===== config.mk =====
export PLATFORM = sky130hd
export DESIGN_NAME = serial_command_frame_parser
export DESIGN_NICKNAME = d
export VERILOG_FILES = /design/src/hw/rtl/scfp_pkg.sv /design/src/hw/rtl/scfp_fifo.sv /design/src/hw/rtl/scfp_front.sv /design/src/hw/rtl/scfp_back.sv /design/src/hw/rtl/serial_command_frame_parser.sv
export SDC_FILE = /design/constraint.sdc
export NUM_CORES = 1
export LEC_CHECK = 0
export ABC_AREA = 1
export BUFFER_PORTS_ARGS = -buffer_cell sky130_fd_sc_hd__buf_2
export CAP_MARGIN = 20
export CORE_ASPECT_RATIO = 0.8
export CORE_MARGIN = 2
export CORE_UTILIZATION = 49
export CTS_CLUSTER_DIAMETER = 150
export DETAILED_ROUTE_END_ITERATION = 12
export PLACE_DENSITY = 0.68
export SETUP_SLACK_MARGIN = 0.02
export SLEW_MARGIN = 40
export SYNTH_ARGS = -nofsm -noshare
export SYNTH_HDL_FRONTEND = slang
export SYNTH_HIERARCHICAL = 1
export SYNTH_SLANG_ARGS = --single-unit
export TNS_END_PERCENT = 5

===== constraint.sdc =====
create_clock -name clk_i -period 11.6 [get_ports clk_i]
set_input_delay 2.32 -clock clk_i [delete_from_list [all_inputs] [get_ports clk_i]]
set_output_delay 2.32 -clock clk_i [all_outputs]
set_load 0.05 [all_outputs]

===== src/hw/rtl/scfp_pkg.sv =====
// shared types and constants of the serial command frame parser
package scfp_pkg;

  localparam int unsigned PAYLOAD_LEN = 10;
  localparam int unsigned IDX_W       = 4;
  localparam int unsigned CFG_IDX_W   = 8;

  // configuration register indexes
  localparam logic [CFG_IDX_W-1:0] CFG_HEADER  = 8'd0;
  localparam logic [CFG_IDX_W-1:0] CFG_COMMAND = 8'd1;

  // payload byte positions
  localparam logic [IDX_W-1:0] IDX_FIRST   = 4'd0;
  localparam logic [IDX_W-1:0] IDX_CRC_END = 4'd8;
  localparam logic [IDX_W-1:0] IDX_CRC_LO  = 4'd8;
  localparam logic [IDX_W-1:0] IDX_LAST    = IDX_W'(PAYLOAD_LEN - 1);

  // sync bytes from the configuration registers
  typedef struct packed {
    logic [7:0] header;
    logic [7:0] command;
  } sync_cfg_t;

  // one classified payload byte, front to back
  typedef struct packed {
    logic [IDX_W-1:0] idx;
    logic [7:0]       data;
  } item_t;

  // one completed frame
  typedef struct packed {
    logic [31:0] linear;
    logic [31:0] angular;
    logic        crc_ok;
  } result_t;

endpackage


===== src/hw/rtl/scfp_fifo.sv =====
// small generic queue with push/full and pop/empty sides
module scfp_fifo import scfp_pkg::*; #(
  parameter int unsigned Width = 8,
  parameter int unsigned Depth = 2
) (
  input  logic             clk_i,
  input  logic             rst_ni,
  input  logic             push_i,
  input  logic [Width-1:0] data_i,
  output logic             full_o,
  input  logic             pop_i,
  output logic [Width-1:0] data_o,
  output logic             empty_o
);

  localparam int unsigned PtrW = (Depth > 1) ? $clog2(Depth) : 1;
  localparam int unsigned CntW = $clog2(Depth + 1);
  localparam logic [PtrW-1:0] PtrLast = PtrW'(Depth - 1);
  localparam logic [CntW-1:0] CntFull = CntW'(Depth);

  logic [Width-1:0] mem_q [Depth];
  logic [PtrW-1:0]  wr_q, wr_d, rd_q, rd_d;
  logic [CntW-1:0]  cnt_q, cnt_d;
  logic             do_push, do_pop;

  assign full_o  = (cnt_q == CntFull);
  assign empty_o = (cnt_q == '0);
  assign do_push = push_i && !full_o;
  assign do_pop  = pop_i && !empty_o;
  assign data_o  = mem_q[rd_q];

  always_comb begin
    wr_d  = wr_q;
    rd_d  = rd_q;
    cnt_d = cnt_q;
    if (do_push) begin
      wr_d = (wr_q == PtrLast) ? '0 : wr_q + 1'b1;
    end
    if (do_pop) begin
      rd_d = (rd_q == PtrLast) ? '0 : rd_q + 1'b1;
    end
    unique case ({do_push, do_pop})
      2'b10:   cnt_d = cnt_q + 1'b1;
      2'b01:   cnt_d = cnt_q - 1'b1;
      default: cnt_d = cnt_q;
    endcase
  end

  always_ff @(posedge clk_i or negedge rst_ni) begin
    if (!rst_ni) begin
      wr_q  <= '0;
      rd_q  <= '0;
      cnt_q <= '0;
    end else begin
      wr_q  <= wr_d;
      rd_q  <= rd_d;
      cnt_q <= cnt_d;
    end
  end

  always_ff @(posedge clk_i) begin
    if (do_push) begin
      mem_q[wr_q] <= data_i;
    end
  end

endmodule


===== src/hw/rtl/scfp_front.sv =====
// front end: header/command hunt and payload byte classification
module scfp_front import scfp_pkg::*; (
  input  logic      clk_i,
  input  logic      rst_ni,
  input  sync_cfg_t cfg_i,
  input  logic      accept_i,
  input  logic [7:0] rx_byte_i,
  output logic      item_push_o,
  output item_t     item_o
);

  typedef enum logic [1:0] {PH_HUNT, PH_CMD, PH_DATA} phase_e;

  phase_e           phase_q;
  logic [IDX_W-1:0] idx_q;

  assign item_push_o = accept_i && (phase_q == PH_DATA);
  assign item_o      = '{idx: idx_q, data: rx_byte_i};

  always_ff @(posedge clk_i or negedge rst_ni) begin
    if (!rst_ni) begin
      phase_q <= PH_HUNT;
      idx_q   <= '0;
    end else if (accept_i) begin
      unique case (phase_q)
        PH_HUNT: begin
          if (rx_byte_i == cfg_i.header) phase_q <= PH_CMD;
        end
        PH_CMD: begin
          // a wrong command byte is not retried as a header
          phase_q <= (rx_byte_i == cfg_i.command) ? PH_DATA : PH_HUNT;
          idx_q   <= '0;
        end
        PH_DATA: begin
          if (idx_q == IDX_LAST) begin
            phase_q <= PH_HUNT;
            idx_q   <= '0;
          end else begin
            idx_q <= idx_q + 1'b1;
          end
        end
        default: begin
          phase_q <= PH_HUNT;
          idx_q   <= '0;
        end
      endcase
    end
  end

  a_idx_range: assert property (@(posedge clk_i) disable iff (!rst_ni)
    idx_q <= IDX_LAST)
    else $error("payload index out of range");

  a_idx_only_in_data: assert property (@(posedge clk_i) disable iff (!rst_ni)
    (idx_q != IDX_FIRST) |-> (phase_q == PH_DATA))
    else $error("nonzero index outside payload phase");

  a_last_returns_hunt: assert property (@(posedge clk_i) disable iff (!rst_ni)
    (item_push_o && (idx_q == IDX_LAST)) |=> (phase_q == PH_HUNT))
    else $error("frame end did not return to hunting");

endmodule


===== src/hw/rtl/scfp_back.sv =====
// back end: payload assembly, crc-16 and result build
module scfp_back import scfp_pkg::*; (
  input  logic    clk_i,
  input  logic    rst_ni,
  input  logic    item_empty_i,
  input  item_t   item_i,
  output logic    item_pop_o,
  input  logic    res_full_i,
  output logic    res_push_o,
  output result_t res_o
);

  localparam logic [15:0] CrcInit = 16'hFFFF;
  localparam logic [15:0] CrcPoly = 16'hA001;

  function automatic logic [15:0] crc_update(logic [15:0] crc, logic [7:0] b);
    logic [15:0] c;
    c = crc ^ {8'h00, b};
    for (int k = 0; k < 8; k++) begin
      c = c[0] ? ((c >> 1) ^ CrcPoly) : (c >> 1);
    end
    return c;
  endfunction

  logic [63:0] speed_q, speed_d;
  logic [7:0]  crc_lo_q, crc_lo_d;
  logic [15:0] crc_q, crc_d, crc_base;

  // take a byte only while the result queue has room
  assign item_pop_o = !item_empty_i && !res_full_i;
  assign res_push_o = item_pop_o && (item_i.idx == IDX_LAST);
  assign crc_base   = (item_i.idx == IDX_FIRST) ? CrcInit : crc_q;

  always_comb begin
    speed_d  = speed_q;
    crc_lo_d = crc_lo_q;
    crc_d    = crc_q;
    if (item_pop_o) begin
      if (item_i.idx < IDX_CRC_END) begin
        speed_d = {speed_q[55:0], item_i.data};
        crc_d   = crc_update(crc_base, item_i.data);
      end
      if (item_i.idx == IDX_CRC_LO) crc_lo_d = item_i.data;
    end
  end

  assign res_o = '{linear:  speed_q[63:32],
                   angular: speed_q[31:0],
                   crc_ok:  ({item_i.data, crc_lo_q} == crc_q)};

  always_ff @(posedge clk_i or negedge rst_ni) begin
    if (!rst_ni) begin
      crc_q <= CrcInit;
    end else begin
      crc_q <= crc_d;
    end
  end

  always_ff @(posedge clk_i) begin
    speed_q  <= speed_d;
    crc_lo_q <= crc_lo_d;
  end

  a_no_pop_when_blocked: assert property (@(posedge clk_i) disable iff (!rst_ni)
    item_pop_o |-> (!res_full_i && !item_empty_i))
    else $error("byte taken while result queue full");

  a_idx_valid: assert property (@(posedge clk_i) disable iff (!rst_ni)
    item_pop_o |-> (item_i.idx <= IDX_LAST))
    else $error("queued byte carries bad index");

  a_crc_held: assert property (@(posedge clk_i) disable iff (!rst_ni)
    !item_pop_o |=> $stable(crc_q))
    else $error("crc changed without a byte");

endmodule


===== src/hw/rtl/serial_command_frame_parser.sv =====
// top level of the serial command frame parser
//
// Serial bytes come in one request per cycle through push_i/full_o while
// full_o is low. The front end hunts for the header byte, checks the command
// byte that must follow and tags each of the next ten payload bytes with its
// position; tagged bytes go into a short queue. The back end drains that
// queue one byte per cycle while the result queue has room, shifts bytes 0..7
// into the two big-endian speed words, runs the Modbus CRC-16 (init 0xFFFF,
// reflected poly 0xA001) over them in one byte-wide step and, on byte 9,
// compares the result with bytes 8 (low) and 9 (high). One result per frame
// lands in the result queue and is read with pop_i/empty_o. A frame is twelve
// bytes; its result shows once its last byte has passed both queues. full_o
// rises only when the byte queue fills, i.e. when results are not popped.
// Configuration writes are always ready and take effect from the next byte.
module serial_command_frame_parser import scfp_pkg::*; #(
  parameter int unsigned ITEM_DEPTH   = 2,
  parameter int unsigned RESULT_DEPTH = 2
) (
  input  logic                 clk_i,
  input  logic                 rst_ni,
  // byte input
  input  logic                 push_i,
  input  logic [7:0]           rx_byte_i,
  output logic                 full_o,
  // results
  input  logic                 pop_i,
  output logic                 empty_o,
  output logic [31:0]          linear_bits_o,
  output logic [31:0]          angular_bits_o,
  output logic                 crc_ok_o,
  // configuration writes
  input  logic                 cfg_valid_i,
  output logic                 cfg_ready_o,
  input  logic [CFG_IDX_W-1:0] cfg_index_i,
  input  logic [7:0]           cfg_data_i
);

  sync_cfg_t cfg_q;
  logic      in_accept;
  logic      item_push, item_full, item_pop, item_empty;
  item_t     item_wr, item_rd;
  logic      res_push, res_full;
  result_t   res_wr, res_rd;

  // register file: both sync bytes, indexes beyond the list are dropped
  assign cfg_ready_o = 1'b1;

  always_ff @(posedge clk_i or negedge rst_ni) begin
    if (!rst_ni) begin
      cfg_q <= '0;
    end else if (cfg_valid_i && cfg_ready_o) begin
      unique case (cfg_index_i)
        CFG_HEADER:  cfg_q.header  <= cfg_data_i;
        CFG_COMMAND: cfg_q.command <= cfg_data_i;
        default:     cfg_q         <= cfg_q;
      endcase
    end
  end

  // a byte is taken whenever the byte queue has room
  assign full_o    = item_full;
  assign in_accept = push_i && !full_o;

  scfp_front u_front (
    .clk_i       (clk_i),
    .rst_ni      (rst_ni),
    .cfg_i       (cfg_q),
    .accept_i    (in_accept),
    .rx_byte_i   (rx_byte_i),
    .item_push_o (item_push),
    .item_o      (item_wr)
  );

  // decouples classification from assembly
  scfp_fifo #(
    .Width ($bits(item_t)),
    .Depth (ITEM_DEPTH)
  ) u_item_fifo (
    .clk_i   (clk_i),
    .rst_ni  (rst_ni),
    .push_i  (item_push),
    .data_i  (item_wr),
    .full_o  (item_full),
    .pop_i   (item_pop),
    .data_o  (item_rd),
    .empty_o (item_empty)
  );

  scfp_back u_back (
    .clk_i        (clk_i),
    .rst_ni       (rst_ni),
    .item_empty_i (item_empty),
    .item_i       (item_rd),
    .item_pop_o   (item_pop),
    .res_full_i   (res_full),
    .res_push_o   (res_push),
    .res_o        (res_wr)
  );

  // finished frames wait here for the consumer
  scfp_fifo #(
    .Width ($bits(result_t)),
    .Depth (RESULT_DEPTH)
  ) u_res_fifo (
    .clk_i   (clk_i),
    .rst_ni  (rst_ni),
    .push_i  (res_push),
    .data_i  (res_wr),
    .full_o  (res_full),
    .pop_i   (pop_i),
    .data_o  (res_rd),
    .empty_o (empty_o)
  );

  assign linear_bits_o  = res_rd.linear;
  assign angular_bits_o = res_rd.angular;
  assign crc_ok_o       = res_rd.crc_ok;

  a_full_means_no_take: assert property (@(posedge clk_i) disable iff (!rst_ni)
    full_o |-> !item_push)
    else $error("byte queued while byte queue full");

  a_res_only_from_back: assert property (@(posedge clk_i) disable iff (!rst_ni)
    res_push |-> (item_pop && !res_full))
    else $error("result pushed without a closing byte");

  a_back_drains: assert property (@(posedge clk_i) disable iff (!rst_ni)
    (!item_empty && !res_full) |-> item_pop)
    else $error("back end idles with work and room");

endmodule

==> flow_summary_export.csv, run 1 <==
group,metric,value,unit
run_status,status,"finished clean",
critical_path,critPathMaxStageDelay,0.48,ns
critical_path,cp_data_arrival_time,2.27,ns
floorplan,dieArea,0.02367,mm²
run,cap_viol_max_count,0,
logic_synthesis,synth_area,0.01100,mm²
timing,final_max_slew_viol_count,0,
place,numPortBuffers,95,
clock_network,clock-root-buffer,"clkbuf_16",
clock_network,clk_latency,0.52,ns
route,drtIter0Drc,567,
logic_synthesis,synthDistinctLibCells,38,
floorplan,core_area,0.02226,mm²
logic_synthesis,yosysWarnings,6,
timing,maxSlewHeadroom,51.72,%
logic_synthesis,ys_ff_latch,272,
route,antenna_left,0,
pwr,power_density,203.2,mW/mm²
critical_path,crit_family,"buffers and inverters",
logic_synthesis,avgSynthCellArea,11.81,µm²
global_routing,grt.overflow.total,0,
global_routing,grt_use_total,17.24,%
critical_path,cpMaxStageDelayCell,"buf_4",
critical_path,worst_setup_path_start_kind,"flop",
global_routing,grt_max_degree,75,
pwr,p_leak,5.274,nW
critical_path,crit_path_end_kind,"primary output",
critical_path,critPathBufInv,3,
clock_network,cts_tree,"yes",
global_routing,antenna_found_initial,0,
timing,clock_skew,0.009441,ns
logic_synthesis,synth-edff-count,226,
clock_network,postCtsHoldBufs,0,
route,drt-total-wl,19810,µm
final_layout,drive_gt1_share,20.36,%
critical_path,crit_top_cell,"nand2_1",
logic_synthesis,netlist_instances,931,
timing,rsz0062_at_grt,"false",
final_layout,seq_area,0.007959,mm²
pwr,ir_drop,0.0001124,V
logic_synthesis,synth_top_area_share,61.71,%
global_routing,grt_pass1_vias,6276,
worst_hold_path,hp-class,"reg -> reg",
clock_network,post_cts_buffers,0,
place,dpl.cell_count,1309,
clock_network,htreeDepth,1,
timing,fin_crit_sh,39.53,%
logic_synthesis,synthArstFlopShare,16.91,%
final_layout,n_fill_cell,1799,
global_routing,grt.busiest_layer,"met2",
global_routing,grt.met2_usage,27.92,%
critical_path,crit_fanout,40,
timing,worst_slew_pin_slew,0.7243,ns
place,dp_hpwl,12720,µm
final_layout,area_growth,14.20,%
logic_synthesis,synth.most_common_cell,"nand2_1",
final_layout,multi_input_area,0.002585,mm²
floorplan,die_w,171.5,µm
clock_network,cts_sinks,272,
global_routing,grt_pass1_wl,32260,µm
logic_synthesis,seq_area_frac_synth,72.35,%
route,via_count,6481,
timing,final-hold-violation-count,0,
clock_network,cts_made_buffers,26,
global_routing,use_met1,24.85,%
timing,fin_setup_tns,0,ns
route,vias_per_cell,4.776,
route,drc_errors,0,
critical_path,critPathKind,"reg -> out",
final_layout,stdcell_count,1357,
logic_synthesis,ys_top_cells_by_area,"edfxtp_1 62%, nand2_1 13%, dfrtp_1 6.8%",
final_layout,design_area,0.01256,mm²
floorplan,initial_core_util,49.42,%
global_routing,met3_usage,2.748,%
place,globalplace.congestion,0.8028,
clock_network,cts_resized,0,
place,dpl_cell_area,0.01173,mm²
final_layout,n_antenna_cell,0,
final_layout,layout.nets,1064,
logic_synthesis,synth_common_cells,"388 x nand2_1, 226 x edfxtp_1, 60 x inv_1",
timing,max_freq,218.1,MHz
timing,period_needed,4.586,ns
logic_synthesis,dominantRegCellSynth,"edfxtp_1",
critical_path,worstPathRequired,9.28,ns
logic_synthesis,synth_top_cell_by_area,"edfxtp_1",
clock_network,max-clock-path-buffers,3,
route,routedWlPerCell,14.60,µm
critical_path,cp_cell_sequence,"inv_2 -> buf_4 -> nand2_1 -> nand2_1 -> buf_2",
timing,worst_hold_slack,0.4390,ns
floorplan,dieHeight,138,µm
clock_network,path_clk_slew,0.06,ns
floorplan,rows,49,
logic_synthesis,syn-num-nets,964,
route,dr.pass1.iters,5,
floorplan,pin_count,97,
timing,setup_violations,0,
layer usage:
metal  part of all wire, %  wire [µm]
met1                    46       9205
met2                    47       9262
met3                   4.9        961
met4                   1.9        383
met5                     0          0
final timing paths:
kind	start	endpoint	slack (ns)	depth (start not counted)
setup reg to reg	u_item_fifo/rd_q	u_back/crc_q[1]	8.72	9
setup / recovery	u_res_fifo/rd_q	angular_bits_o[7]	7.01	5
hold / removal	u_back/speed_q[56]	u_res_fifo/mem_q[0][57]	0.44	0
max in group asynchronous	rst_ni	u_res_fifo/rd_q	9.22	2
hold reg to reg	u_back/speed_q[56]	u_res_fifo/mem_q[0][57]	0.44	0
min in group asynchronous	rst_ni	cfg_q[4]	1.89	2
cell type report:
cell class	instances	share of cell area [%]
Clock buffer	29	5.439
Clock inverter	19	1.176
Inverter	70	2.092
Multi-Input combinational cell	559	20.58
Sequential cell	272	63.37
Tap cell	306	3.048
Timing Repair Buffer	102	4.294
metrics by stage:
stage               setup WS [ns]  total power (W)  utilization (%)
detailed placement          7.516         0.001769            52.70
floorplan                   7.110         0.001622                -
finish                      7.014         0.002553            56.43
global route                6.827         0.002668            56.43
global placement            7.430         0.001764            52.64
CTS                         6.958         0.002581            56.43
flip-flops by register name, indices dropped and copies added, names as in the netlist:
signal	cells
u_item_fifo/cnt_q	2
u_back/speed_q	64
u_back/crc_lo_q	8
u_back/crc_q	16
u_item_fifo/wr_q	1
u_item_fifo/mem_q	24
u_front/phase_q	2
u_item_fifo/rd_q	1
u_front/idx_q	4
u_res_fifo/rd_q	1
u_res_fifo/mem_q	130
cfg_q	16
u_res_fifo/wr_q	1
u_res_fifo/cnt_q	2
cell usage in the layout, fill, tap and decap left out, types with 12 or more instances in the layout:
| master | netlist | routed |
|---|---|---|
| nand2_2 | 19 | 19 |
| nor2_1 | 26 | 24 |
| nand3_1 | 34 | 34 |
| edfxtp_1 | 226 | 226 |
| nand2_1 | 388 | 388 |
| xnor2_1 | 20 | 20 |
| buf_2 | 9 | 95 |
| o21ai_0 | 17 | 17 |
| clkbuf_16 | 0 | 27 |
| inv_2 | 10 | 12 |
| dfstp_2 | 16 | 16 |
| dfrtp_1 | 30 | 29 |
| inv_1 | 60 | 58 |
where the power goes:
group | leakage, nW | switching [W] | internal, W
Sequential | 2.61 | 0.0000141 | 0.00107
Clock | 0.411 | 0.000345 | 0.000468
Combinational | 2.26 | 0.000530 | 0.000131
Total | 5.27 | 0.000888 | 0.00166
cells by family (layout without fill, tap and decap cells):
family	count (synthesis)	after routing	share of synthesized area (%)
buffers and inverters	100	220	4.232
XOR/XNOR	28	28	2.366
other	1	1	0.03410
adder cells (fa/ha/maj)	4	4	0.4551
flip-flops	272	272	72.35
AO/OA/AOI/OAI	28	28	1.377
AND/OR/NAND/NOR	498	498	19.18
Note: power is estimated with default switching activity, not from simulation.
==> run 2: changes to the inputs <==
- clock period: 11.6 -> 4.5 ns (I/O delays scaled with it)
==> flow_summary_export.csv, run 2 (synthesis gave the netlist of run 1 again) <==
group,metric,value,unit
clock_network,cts_made_buffers,27,
route,vias_per_cell,4.811,
critical_path,crit_top_cell,"nand2_1",
timing,final_max_slew_viol_count,0,
clock_network,cts_sinks,272,
final_layout,area_growth,14.44,%
final_layout,reg.largest.list,"u_res_fifo/mem_q (130), u_back/speed_q (64), u_item_fifo/mem_q (24)",
critical_path,worst_setup_path_start_kind,"flop",
place,numPortBuffers,95,
pwr,p_leak,5.276,nW
timing,fin_setup_tns,0,ns
final_layout,drive_gt1_share,20.02,%
pwr,swShare,34.86,%
critical_path,crit_fanout,66,
critical_path,critPathCapture,"angular_bits_o[3]",
floorplan,dieHeight,138,µm
final_layout,post-route-util,56.55,%
timing,rsz0062_at_grt,"false",
pwr,ir_drop,0.0002884,V
critical_path,regToRegStartpoint,"u_item_fifo/rd_q",
route,antenna_left,0,
route,drtIter0Drc,418,
clock_network,post_cts_buffers,0,
clock_network,htreeDepth,1,
route,via_count,6543,
route,drc_errors,0,
pwr,pwr-share-clk,31.7,%
floorplan,die_w,171.5,µm
critical_path,cp_cell_sequence,"buf_4 -> nand2_1 -> nand2_1 -> buf_2",
final_layout,n_fill_cell,1814,
floorplan,dieArea,0.02367,mm²
final_layout,top_register,"u_res_fifo/mem_q",
floorplan,initial_core_util,49.42,%
pwr,power.internal,0.004304,W
route,routedWlPerCell,14.71,µm
route,dr.pass1.iters,8,
timing,fin_crit_sh,66.41,%
critical_path,worstPathRequired,3.60,ns
timing,max_freq,334.6,MHz
run_status,status,"finished clean",
global_routing,antenna_found_initial,0,
critical_path,critPathBufInv,2,
timing,period_needed,2.989,ns
floorplan,rows,49,
pwr,seqPwrFrac,42.2,%
run,cap_viol_max_count,0,
critical_path,cp_data_arrival_time,2.09,ns
critical_path,critPathKind,"reg -> out",
timing,final-hold-violation-count,0,
pwr,pwr-share-comb,26.1,%
critical_path,timing.rr.end,"u_res_fifo/mem_q[1][43]",
place,dp_hpwl,12880,µm
floorplan,pin_count,97,
clock_network,max-clock-path-buffers,3,
clock_network,clock-root-buffer,"clkbuf_16",
timing,worst_slew_pin_slew,0.7480,ns
critical_path,crit_start,"u_res_fifo/rd_q",
floorplan,core_area,0.02226,mm²
final_layout,layout.nets,1066,
timing,maxSlewHeadroom,50.13,%
critical_path,reg2reg_slack,1.55,ns
final_layout,mostFrequentLayoutCell,"nand2_1",
clock_network,clk_latency,0.52,ns
clock_network,postCtsHoldBufs,0,
pwr,power_density,525.0,mW/mm²
critical_path,crit_path_end_kind,"primary output",
critical_path,reg2regPathDepth,10,
critical_path,cpMaxStageDelayCell,"buf_4",
final_layout,most-common-layout-cells,"388 x nand2_1, 226 x edfxtp_1, 95 x buf_2",
route,drt-total-wl,20000,µm
timing,setup_violations,0,
critical_path,path_depth,4,
worst_hold_path,hp-class,"in -> async",
global_routing,grt_use_total,17.32,%
global_routing,grt.overflow.total,0,
global_routing,grt_max_degree,67,
clock_network,path_clk_slew,0.06,ns
final_layout,n_antenna_cell,0,
clock_network,cts_tree,"yes",
timing,clock_skew,0.01075,ns
global_routing,grt_pass1_wl,32340,µm
final_layout,largest_register_ffs,130,
clock_network,cts_resized,0,
place,globalplace.congestion,0.8425,
critical_path,crit_family,"buffers and inverters",
pwr,p_sw,0.002303,W
global_routing,grt_pass1_vias,6166,
critical_path,critPathMaxStageDelay,0.57,ns
[run 2: cell types whose count changed in the layout (fill, tap and decap cells not counted)]
| cell | change |
|---|---|
| inv_2 | -1 |
| buf_6 | -3 |
| clkinv_4 | -1 |
| buf_12 | +2 |
| buf_4 | +2 |
| inv_4 | +1 |
| clkbuf_1 | +4 |
| inv_6 | +1 |
| clkinv_2 | -4 |
| clkinv_1 | +2 |
[run 2: layout make-up]
| type | instances | area, µm² | area share, % |
|---|---|---|---|
| Clock buffer | 33 | 698.2 | 5.547 |
| Clock inverter | 17 | 135.1 | 1.074 |
| Inverter | 70 | 265.3 | 2.108 |
| Multi-Input combinational cell | 559 | 2585 | 20.54 |
| Sequential cell | 272 | 7959 | 63.24 |
| Tap cell | 306 | 382.9 | 3.042 |
| Timing Repair Buffer | 103 | 560.5 | 4.454 |
[run 2: worst min path at each step]
stage,end,slack [ns],from
after CTS,u_front/idx_q[2],0.38,rst_ni
after global placement,u_res_fifo/mem_q[1][60],0.43,u_back/speed_q[59]
final,cfg_q[4],0.37,rst_ni
after floorplan,u_res_fifo/mem_q[0][57],0.42,u_back/speed_q[56]
after detailed placement,u_res_fifo/mem_q[1][58],0.43,u_back/speed_q[57]
after global routing,cfg_q[4],0.41,rst_ni
[run 2: power by group through the flow]
stage	registers, W	logic, W	clock network [W]
floorplan	0.00283	0.00135	0
global placement	0.00283	0.00173	0
detailed placement	0.00284	0.00174	0
CTS	0.00279	0.00175	0.00215
global route	0.00279	0.00185	0.00224
finish	0.00279	0.00173	0.00209
[run 2: metrics by stage]
stage | setup slack, ns | hold slack (ns) | power (W) | area [µm²] | instances
after floorplan | 1.095 | 0.4215 | 0.004181 | 11000 | 931
after global placement | 1.644 | 0.4263 | 0.004566 | 11750 | 1310
after detailed placement | 1.578 | 0.4321 | 0.004578 | 11750 | 1310
after CTS | 1.470 | 0.3780 | 0.006680 | 12590 | 1360
after global routing | 1.240 | 0.4072 | 0.006875 | 12590 | 1360
final | 1.511 | 0.3719 | 0.006607 | 12590 | 1360
[run 2: routing by layer]
| layer | track usage [%] | part of all wire (%) | vias up |
|---|---|---|---|
| met5 | 0 | 0 | - |
| met4 | 4.862 | 2.2 | 0 |
| met3 | 2.806 | 4.6 | 29 |
| met2 | 26.48 | 45 | 144 |
| met1 | 25.93 | 48 | 3106 |
| li1 | - | - | 3264 |
==> run 3: changes to the inputs <==
- ABC_AREA: 1 -> 0
- PLACE_DENSITY: 0.68 -> 0.7
- clock period: 4.5 -> 2.6 ns (I/O delays scaled with it)
==> flow_summary_export.csv, run 3 <==
group,metric,value,unit
floorplan,die_w,169.7,µm
global_routing,grt_use_total,15.40,%
clock_network,clk_latency,0.52,ns
timing,maxSlewHeadroom,59.73,%
final_layout,reg.largest.list,"u_res_fifo/mem_q (130), u_back/speed_q (64), u_item_fifo/mem_q (24)",
run,cap_viol_max_count,0,
floorplan,pin_count,97,
final_layout,n_antenna_cell,0,
final_layout,area_growth,18.15,%
route,drt-total-wl,17960,µm
final_layout,post-route-util,58.94,%
floorplan,initial_core_util,49.89,%
final_layout,multi_input_area,0.002658,mm²
clock_network,clock-root-buffer,"clkbuf_16",
logic_synthesis,synth_area,0.01076,mm²
timing,final-hold-violation-count,0,
final_layout,n_fill_cell,1564,
floorplan,rows,48,
timing,fin_crit_sh,100.3,%
global_routing,grt_pass1_wl,27860,µm
pwr,seqPwrFrac,43.3,%
logic_synthesis,synthArstFlopShare,16.91,%
route,drtIter0Drc,414,
timing,postLayoutSetupSlackWorst,-0.008398,ns
logic_synthesis,synth-edff-count,226,
critical_path,worst_setup_path_start_kind,"flop",
global_routing,antenna_found_initial,0,
logic_synthesis,syn-num-nets,609,
critical_path,crit_path_end_kind,"flop",
pwr,pwr-share-clk,34.6,%
run_status,violations,"negative setup slack",
critical_path,critPathKind,"reg -> reg",
route,via_count,5070,
pwr,ir_drop,0.0004793,V
place,globalplace.congestion,0.8281,
logic_synthesis,ys_top_cells_by_area,"edfxtp_1 63%, dfrtp_1 7.0%, mux2_4 6.8%",
clock_network,cts_tree,"yes",
place,dp_hpwl,11480,µm
route,drc_errors,0,
timing,final_max_slew_viol_count,0,
pwr,pwr-share-comb,22.1,%
timing,setup_violations,1,
logic_synthesis,dominantRegCellSynth,"edfxtp_1",
final_layout,seq_area,0.007963,mm²
critical_path,crit_fanout,5,
global_routing,grt_max_degree,39,
global_routing,grt.overflow.total,0,
floorplan,dieHeight,136.5,µm
timing,max_freq,383.4,MHz
critical_path,cp_data_arrival_time,3.06,ns
final_layout,drive_gt1_share,41.07,%
timing,rsz0062_at_grt,"true",
pwr,swShare,28.48,%
logic_synthesis,synth.most_common_cell,"edfxtp_1",
clock_network,htreeDepth,1,
logic_synthesis,avgSynthCellArea,18.67,µm²
logic_synthesis,ys_ff_latch,272,
pwr,p_sw,0.003166,W
timing,period_needed,2.608,ns
route,routedWlPerCell,17.91,µm
logic_synthesis,yosysWarnings,6,
logic_synthesis,synthDistinctLibCells,46,
timing,worst_hold_slack,0.2386,ns
floorplan,dieArea,0.02316,mm²
pwr,power_density,874.7,mW/mm²
logic_synthesis,synth_common_cells,"226 x edfxtp_1, 56 x xnor2_1, 49 x mux2_4",
route,dr.pass1.iters,5,
logic_synthesis,synth_top_area_share,63.09,%
global_routing,grt_pass1_vias,5186,
floorplan,core_area,0.02156,mm²
final_layout,mostFrequentLayoutCell,"edfxtp_1",
clock_network,max-clock-path-buffers,3,
critical_path,worstPathRequired,3.05,ns
pwr,power.internal,0.007950,W
final_layout,most-common-layout-cells,"226 x edfxtp_1, 95 x buf_2, 51 x mux2_4",
logic_synthesis,seq_area_frac_synth,73.98,%
final_layout,top_register,"u_res_fifo/mem_q",
run_status,status,"finished, violations left",
final_layout,layout.nets,741,
route,vias_per_cell,5.055,
clock_network,cts_made_buffers,26,
place,numPortBuffers,95,
logic_synthesis,netlist_instances,576,
final_layout,largest_register_ffs,130,
clock_network,cts_sinks,272,
pwr,p_leak,4.737,nW
logic_synthesis,synth_top_cell_by_area,"edfxtp_1",
place,place_ws,-0.009681,ns
timing,worst_slew_pin_slew,0.6041,ns
timing,clock_skew,0.009105,ns
clock_network,path_clk_slew,0.06,ns
worst_hold_path,hp-class,"in -> reg",
pwr,p_total,0.01112,W
route,antenna_left,0,
==> run 3: changes by cell type after synthesis, sizes merged, moves of 11 or more <==
cell   previous run  this run
nand2           408        17
mux2              0        94
inv              70         7
nand3            36         3
nor2             34        23
xnor2            20        57
==> run 3: power by group through the flow <==
stage / logic (W) / registers [W] / clock network, W
2_1_floorplan: 0.00203 / 0.00486 / 0
3_3_place_gp: 0.00236 / 0.00494 / 0
3_5_place_dp: 0.00238 / 0.00494 / 0
4_1_cts: 0.00239 / 0.00485 / 0.00393
5_1_grt: 0.00258 / 0.00482 / 0.00409
6_report: 0.00245 / 0.00481 / 0.00385
==> run 3: metrics by stage <==
step                instance area [µm²]  setup TNS, ns  instances
floorplan                         10770         -37.27        576
detailed placement                11670      -0.009681        944
CTS                               12580              0        993
finish                            12710      -0.008398       1003
global route                      12710        -0.2246       1003
global placement                  11670              0        944
==> run 3: final timing paths <==
check | from | to | slack, ns | depth (start not counted)
max | u_item_fifo/rd_q | u_back/crc_q[14] | -0.008 | 8
min | cfg_data_i[3] | cfg_q[3] | 0.24 | 2
max reg2reg | u_item_fifo/rd_q | u_back/crc_q[14] | -0.008 | 8
min reg2reg | u_back/speed_q[56] | u_res_fifo/mem_q[1][57] | 0.45 | 0
max in group asynchronous | rst_ni | u_back/crc_q[8] | 1.41 | 3
min in group asynchronous | rst_ni | cfg_q[8] | 0.50 | 2
==> run 3: repair_timing <==
item                       4_1_cts  5_1_grt
hold endpoints to repair        18        0
resized for setup                1       11
hold buffers                     1        0
pin swaps                        0        6
buffers inserted                 0       10
setup endpoints to repair        5       22
==> run 3: cell families (layout without fill, tap and decap cells) <==
group / Yosys count / in the layout / share of synthesized area (%)
AOI/OAI and AO/OA: 28 / 28 / 1.652
xor gates and xnor gates: 73 / 73 / 6.712
adders and majority gates: 4 / 4 / 0.4653
buffers and inverters: 32 / 184 / 2.036
DFF: 272 / 272 / 73.98
muxes: 94 / 94 / 11.55
other: 1 / 1 / 0.03486
and+or+nand+nor: 72 / 72 / 3.571
==> run 3: final cells by class <==
type                    count  area share [%]
flip-flops and latches    272           62.66
multi-input cells         272           20.91
repair buffers            128           6.498
clock buffers              31           5.513
well taps                 275           2.708
clock inverters            17           1.467
inverters                   8          0.2461
==> run 3: layer usage <==
metal / up-vias / GRT usage, % / share of wire, %
met1: 2509 / 20.94 / 44
met5: - / 0 / 0
met2: 132 / 25.87 / 49
met4: 0 / 3.894 / 1.9
met3: 33 / 3.008 / 4.7
li1: 2396 / - / -
==> run 3: critical path, cell delays in order (launching register included) <==
cell and delay [ns]:
dfrtp_2 0.45, mux2_4 0.34, nor4_4 0.31, buf_4 0.21
nor2_2 0.06, xnor2_2 0.16, xnor2_2 0.29, xnor3_1 0.46
mux2_4 0.26
